`src/hdl/etmb_pkg.sv`:
```
// ----------------------------------------------------------------------------
// etmb_pkg
// Types, constants and arithmetic helpers of the Euler transform builder.
// ----------------------------------------------------------------------------
package etmb_pkg;

  localparam int FRAC_BITS         = 16;
  localparam int CORDIC_ITERATIONS = 16;
  localparam int ATAN_ENTRIES      = 24;
  localparam int CORDIC_STEPS      = (CORDIC_ITERATIONS < ATAN_ENTRIES) ?
                                     CORDIC_ITERATIONS : ATAN_ENTRIES;

  localparam logic signed [32:0] CORDIC_GAIN  = 33'sd652032875;
  localparam logic        [33:0] DEG_TO_RAD   = 34'd9595049034;
  localparam logic        [16:0] QUARTER_TURN = 17'd11520;
  localparam logic        [16:0] HALF_TURN    = 17'd23040;
  localparam logic signed [35:0] ONE_Q30      = 36'sd1073741824;
  localparam logic signed [31:0] UNIT_SCALE   = 32'sd1 <<< FRAC_BITS;

  typedef struct packed {
    logic               action;
    logic signed [31:0] pos_x;
    logic signed [31:0] pos_y;
    logic signed [31:0] pos_z;
    logic signed [31:0] scale_x;
    logic signed [31:0] scale_y;
    logic signed [15:0] rot_x;
    logic signed [15:0] rot_y;
    logic signed [15:0] rot_z;
  } item_t;

  typedef struct packed {
    logic signed [31:0] m_c0_r0;
    logic signed [31:0] m_c0_r1;
    logic signed [31:0] m_c0_r2;
    logic signed [31:0] m_c1_r0;
    logic signed [31:0] m_c1_r1;
    logic signed [31:0] m_c1_r2;
    logic signed [31:0] m_c2_r0;
    logic signed [31:0] m_c2_r1;
    logic signed [31:0] m_c2_r2;
    logic signed [31:0] trans_x;
    logic signed [31:0] trans_y;
    logic signed [31:0] trans_z;
  } result_t;

  typedef struct packed {
    logic               action;
    logic signed [31:0] pos_x;
    logic signed [31:0] pos_y;
    logic signed [31:0] pos_z;
    logic signed [31:0] scale_x;
    logic signed [31:0] scale_y;
  } ctx_t;

  function automatic logic signed [33:0] atan_q30(input int idx);
    logic [31:0] v;
    case (idx)
      0:  v = 32'h3243F6A8;
      1:  v = 32'h1DAC6705;
      2:  v = 32'h0FADBAFC;
      3:  v = 32'h07F56EA6;
      4:  v = 32'h03FEAB76;
      5:  v = 32'h01FFD55B;
      6:  v = 32'h00FFFAAA;
      7:  v = 32'h007FFF55;
      8:  v = 32'h003FFFEA;
      9:  v = 32'h001FFFFD;
      10: v = 32'h000FFFFF;
      11: v = 32'h0007FFFF;
      12: v = 32'h0003FFFF;
      13: v = 32'h0001FFFF;
      14: v = 32'h0000FFFF;
      15: v = 32'h00007FFF;
      16: v = 32'h00003FFF;
      17: v = 32'h00001FFF;
      18: v = 32'h00000FFF;
      19: v = 32'h000007FF;
      20: v = 32'h000003FF;
      21: v = 32'h000001FF;
      22: v = 32'h000000FF;
      default: v = 32'h0000007F;
    endcase
    return $signed({2'b00, v});
  endfunction

  function automatic logic signed [35:0] mulq(input logic signed [35:0] a,
                                              input logic signed [35:0] b);
    logic signed [71:0] p;
    p = a * b;
    p = p + 72'sd536870912;
    return p[65:30];
  endfunction

  function automatic logic signed [31:0] sat32(input logic signed [65:0] v);
    if (v > 66'sd2147483647) begin
      return 32'sh7FFFFFFF;
    end else if (v < -66'sd2147483648) begin
      return 32'sh80000000;
    end
    return v[31:0];
  endfunction

  function automatic logic signed [31:0] scale_q(input logic signed [35:0] r,
                                                 input logic signed [31:0] s);
    logic signed [67:0] p;
    p = r * s;
    p = p + 68'sd536870912;
    p = p >>> 30;
    return sat32(p[65:0]);
  endfunction

  function automatic logic signed [63:0] cam_term(input logic signed [31:0] m,
                                                  input logic signed [31:0] x);
    logic signed [63:0] p;
    p = m * x;
    p = p + (64'sd1 <<< (FRAC_BITS - 1));
    return p >>> FRAC_BITS;
  endfunction

endpackage

```
`src/hdl/etmb_cordic.sv`:
```
// ----------------------------------------------------------------------------
// etmb_cordic
// Half-angle quadrant reduction and pipelined rotation CORDIC, one stage per
// iteration; gives the signed cosine and sine in Q30.
// ----------------------------------------------------------------------------
module etmb_cordic import etmb_pkg::*; (
  input  logic               clk,
  input  logic               en,
  input  logic signed [15:0] angle,
  output logic signed [32:0] cos_q,
  output logic signed [32:0] sin_q
);

  logic signed [33:0] zs [0:CORDIC_STEPS-1];
  logic signed [32:0] xs [0:CORDIC_STEPS-1];
  logic signed [32:0] ys [0:CORDIC_STEPS-1];
  logic               nc [0:CORDIC_STEPS];
  logic               ns [0:CORDIC_STEPS];

  logic [16:0] mag;
  logic [13:0] red;
  logic        red_nc;
  logic        red_ns;
  logic [47:0] zprod;

  always_comb begin
    mag = angle[15] ? 17'(-$signed({angle[15], angle})) : {1'b0, angle};
    if (mag <= QUARTER_TURN) begin
      red    = mag[13:0];
      red_nc = 1'b0;
      red_ns = 1'b0;
    end else if (mag <= HALF_TURN) begin
      red    = 14'(HALF_TURN - mag);
      red_nc = 1'b1;
      red_ns = 1'b0;
    end else begin
      red    = 14'(mag - HALF_TURN);
      red_nc = 1'b1;
      red_ns = 1'b1;
    end
    zprod = 48'(red) * 48'(DEG_TO_RAD) + 48'd32768;
  end

  always_ff @(posedge clk) begin
    if (en) begin
      zs[0] <= $signed({2'b00, zprod[47:16]});
      nc[0] <= red_nc;
      ns[0] <= red_ns ^ angle[15];
    end
  end

  for (genvar i = 0; i < CORDIC_STEPS; i++) begin : g_step
    logic signed [32:0] xin;
    logic signed [32:0] yin;
    logic               dir;

    if (i == 0) begin : g_first
      assign xin = CORDIC_GAIN;
      assign yin = '0;
    end else begin : g_rest
      assign xin = xs[i-1];
      assign yin = ys[i-1];
    end

    assign dir = ~zs[i][33];

    always_ff @(posedge clk) begin
      if (en) begin
        xs[i]   <= dir ? xin - (yin >>> i) : xin + (yin >>> i);
        ys[i]   <= dir ? yin + (xin >>> i) : yin - (xin >>> i);
        nc[i+1] <= nc[i];
        ns[i+1] <= ns[i];
      end
    end

    if (i < CORDIC_STEPS - 1) begin : g_z
      always_ff @(posedge clk) begin
        if (en) begin
          zs[i+1] <= dir ? zs[i] - atan_q30(i) : zs[i] + atan_q30(i);
        end
      end
    end
  end

  assign cos_q = nc[CORDIC_STEPS] ? -xs[CORDIC_STEPS-1] : xs[CORDIC_STEPS-1];
  assign sin_q = ns[CORDIC_STEPS] ? -ys[CORDIC_STEPS-1] : ys[CORDIC_STEPS-1];

endmodule

```
`config.mk`:
```
export PLATFORM = sky130hd
export DESIGN_NAME = etmb_cordic
export DESIGN_NICKNAME = d
export VERILOG_FILES = /design/src/hdl/etmb_pkg.sv /design/src/hdl/etmb_cordic.sv
export SDC_FILE = /design/constraint.sdc
export NUM_CORES = 2
export LEC_CHECK = 0
export BUFFER_PORTS_ARGS = -buffer_cell sky130_fd_sc_hd__buf_2
export CORE_UTILIZATION = 40
export DETAILED_ROUTE_END_ITERATION = 8
export GPL_TIMING_DRIVEN = 1
export PLACE_DENSITY = 0.59
export SLEW_MARGIN = 15
export SYNTH_ARGS = -nofsm -noshare
export SYNTH_HDL_FRONTEND = slang
export SYNTH_SLANG_ARGS = --single-unit
```
`constraint.sdc`:
```
create_clock -name clk -period 13.85 [get_ports clk]
set_clock_uncertainty 0.05 [all_clocks]
set_input_delay 1.385 -clock clk [delete_from_list [all_inputs] [get_ports clk]]
set_output_delay 1.385 -clock clk [all_outputs]
set_load 0.02 [all_outputs]
```
==> results.json <==
{
  "status": "complete, no violations",
  "dp_slack_ns": 1.38,
  "fillCellCount": 30000,
  "fin_nets": 14800,
  "fin_crit_sh_pct": 84.1,
  "stdcell_count": 17400,
  "final_cell_mix": "1496 x ha_1, 1469 x edfxtp_1, 1330 x nor2_1",
  "cap_violations": 0,
  "wire_per_inst_um": 17.0,
  "whs_path_depth": 0,
  "crit_path_end_kind": "flip-flop",
  "cts.hold.buffers_added": 0,
  "clock_latency_ns": 0.86,
  "grt_pass1_wl_um": 474000,
  "slowest_stage": "xnor2_1",
  "worst-path-max-fanout": 12,
  "ant_nets": 0,
  "multiInputGateArea_um2": 77500,
  "cts_root_buf": "clkbuf_16",
  "crit_top_cell": "inv_1",
  "drive_gt1_share_pct": 4.70,
  "synth.avg_cell_area_um2": 9.67,
  "max_stage_delay_ns": 0.60,
  "via_count": 92500,
  "drt_first_pass_iters": 6,
  "grt_max_degree": 178,
  "synth-edff-count": 1469,
  "synth_cell_types": 98,
  "max_slew.worst_pin.slew_ns": 1.15,
  "yosys_warnings": 0,
  "r2r_start": "zs[7][33]$_DFFE_PP_",
  "r2r_cells": 20,
  "yosys.area.top_type_share_pct": 35.2,
  "critPathRequiredTime_ns": 14.38,
  "final_common_cell": "ha_1",
  "grt.total_usage_pct": 18.4,
  "timing.hold.ws_ns": 0.363,
  "synth_area_leaders": "edfxtp_1 35%, ha_1 15%, xnor2_1 9.3%, a21oi_1 4.4%, nor2_1 4.0%",
  "cts_tree": "done",
  "setup_viol_count_final": 0,
  "antenna_found_initial": 2,
  "syn_area_um2": 125000,
  "drtIter0Drc": 4715,
  "start_kind": "input port",
  "cts_resized": 0,
  "cts_setup_buffers": 0,
  "hold_class": "flip-flop to flip-flop",
  "gp_congestion": 0.879,
  "cp.depth": 39,
  "drc": 0,
  "die_w_um": 561,
  "synth_largest_area_cell": "edfxtp_1",
  "die_h_um": 561,
  "io_buffers": 83,
  "dieArea_um2": 315000,
  "vias_per_cell": 5.31,
  "drt_wl_total_um": 296000,
  "area_growth_pct": 9.18,
  "crit_buf_inv": 7,
  "synthArstFlopShare_pct": 0,
  "seq_area_um2": 44100,
  "crit_type": "input port to flip-flop",
  "fin_ws_ns": 2.20,
  "worstSetupEndpoint": "zs[0][31]$_DFFE_PP_",
  "fmax_mhz": 85.8,
  "relSlewSlack_pct": 23.1,
  "rsz0062_at_grt": "no",
  "numCtsBuffers": 181,
  "crit_start": "angle[0]",
  "seq_area_frac_synth_pct": 35.2,
  "clk_pin_slew_ns": 0.06,
  "synth_ff_type": "edfxtp_1",
  "cp.arrival_ns": 12.18,
  "overflow": 0,
  "timing.final.crit_period_ns": 11.65,
  "start_util_pct": 40.2,
  "place_hpwl_um": 236000,
  "critical-path-top-delay-family": "adder cells",
  "cts.sinks": 1469,
  "rrSetupSlack_ns": 7.50,
  "cts_max_path_buffers": 4,
  "syn_inst": 12900,
  "ys_ff_latch": 1469,
  "dp_cells": 17100,
  "row_count": 205,
  "finalMaxSlewViolations": 0,
  "setup_tns_ns": 0,
  "ios": 84,
  "cts.htree.levels": 4,
  "grt_pass1_vias": 89500,
  "reg2reg_to": "ys[3][62]$_DFFE_PP_",
  "hold_violations": 0,
  "core_area_um2": 312000
}
-- cells by family after synthesis --
logic type,share of synthesized area [%]
compound gates,15.6
xor+xnor,12.7
fa+ha+maj,17.7
buf+inv,2.88
flops,35.2
mux,1.00
other cells,0.00299
simple gates,14.8
-- Yosys cell counts, types with 35 or more instances --
cell type  instances
o21ai_0          543
nor3b_1           36
nand4_1           35
and2_1            79
clkbuf_1         125
mux2i_1           67
edfxtp_1        1469
o31a_1            55
o211ai_1          59
a211oi_1         106
o21a_1           179
fa_1             175
o21bai_1         142
or3_1            199
nor2_1          1330
nor3_1           571
nand2b_1         174
nand2_1          568
and3_1           147
a31oi_1          109
xnor2_1         1329
buf_1             44
o31ai_1           66
mux2_2            51
a21oi_1         1112
or2_2             50
a21boi_0          61
a21o_1           199
xor2_1           490
nor2b_1          193
o41ai_1           98
inv_1            771
nand3_1          310
ha_1            1496
nor4_1            85
-- cell type report --
| type | count | share of cell area (%) |
|---|---|---|
| multi-input cells | 10500 | 56.7 |
| well taps | 4140 | 3.79 |
| inverters | 774 | 2.13 |
| flip-flops and latches | 1469 | 32.3 |
| clock inverters | 108 | 0.836 |
| repair buffers | 170 | 0.829 |
| diodes | 1 | 0.00183 |
| clock buffers | 217 | 3.44 |
-- through the flow --
stage               util, %  instance area, µm²
floorplan                 -              125000
global placement       42.0              131000
detailed placement     42.0              131000
CTS                    43.9              137000
global route           43.9              137000
finish                 43.9              137000
-- worst min-delay path by stage --
| stage | startpoint | endpoint | slack, ns |
|---|---|---|---|
| global placement | ns[0][2]$_DFFE_PP_ | ns[0][3]$_DFFE_PP_ | 0.35 |
| global route | nc[0][2]$_DFFE_PP_ | nc[0][3]$_DFFE_PP_ | 0.37 |
| CTS | ns[0][7]$_DFFE_PP_ | ns[0][8]$_DFFE_PP_ | 0.36 |
| floorplan | nc[0][0]$_DFFE_PP_ | nc[0][1]$_DFFE_PP_ | 0.35 |
| detailed placement | nc[0][7]$_DFFE_PP_ | nc[1][0]$_DFFE_PP_ | 0.35 |
| finish | ns[0][7]$_DFFE_PP_ | ns[0][8]$_DFFE_PP_ | 0.36 |
-- flip-flops by register name, indices dropped and copies added, names as in the netlist --
name / cells
xs: 464
nc: 17
zs: 509
ys: 462
ns: 17
-- per-layer routing --
layer  track usage (%)  vias to the layer above  share of wire (%)
li1                  -                    47800                  -
met1              21.7                    43000                 43
met2              34.8                     1233                 51
met3              1.54                      449                2.6
met4              5.93                        0                3.2
met5                 0                        -                  0
Power is left out: the tool's default activity adds up to more than one toggle a clock period on the data nets, which glitch-free logic cannot reach.
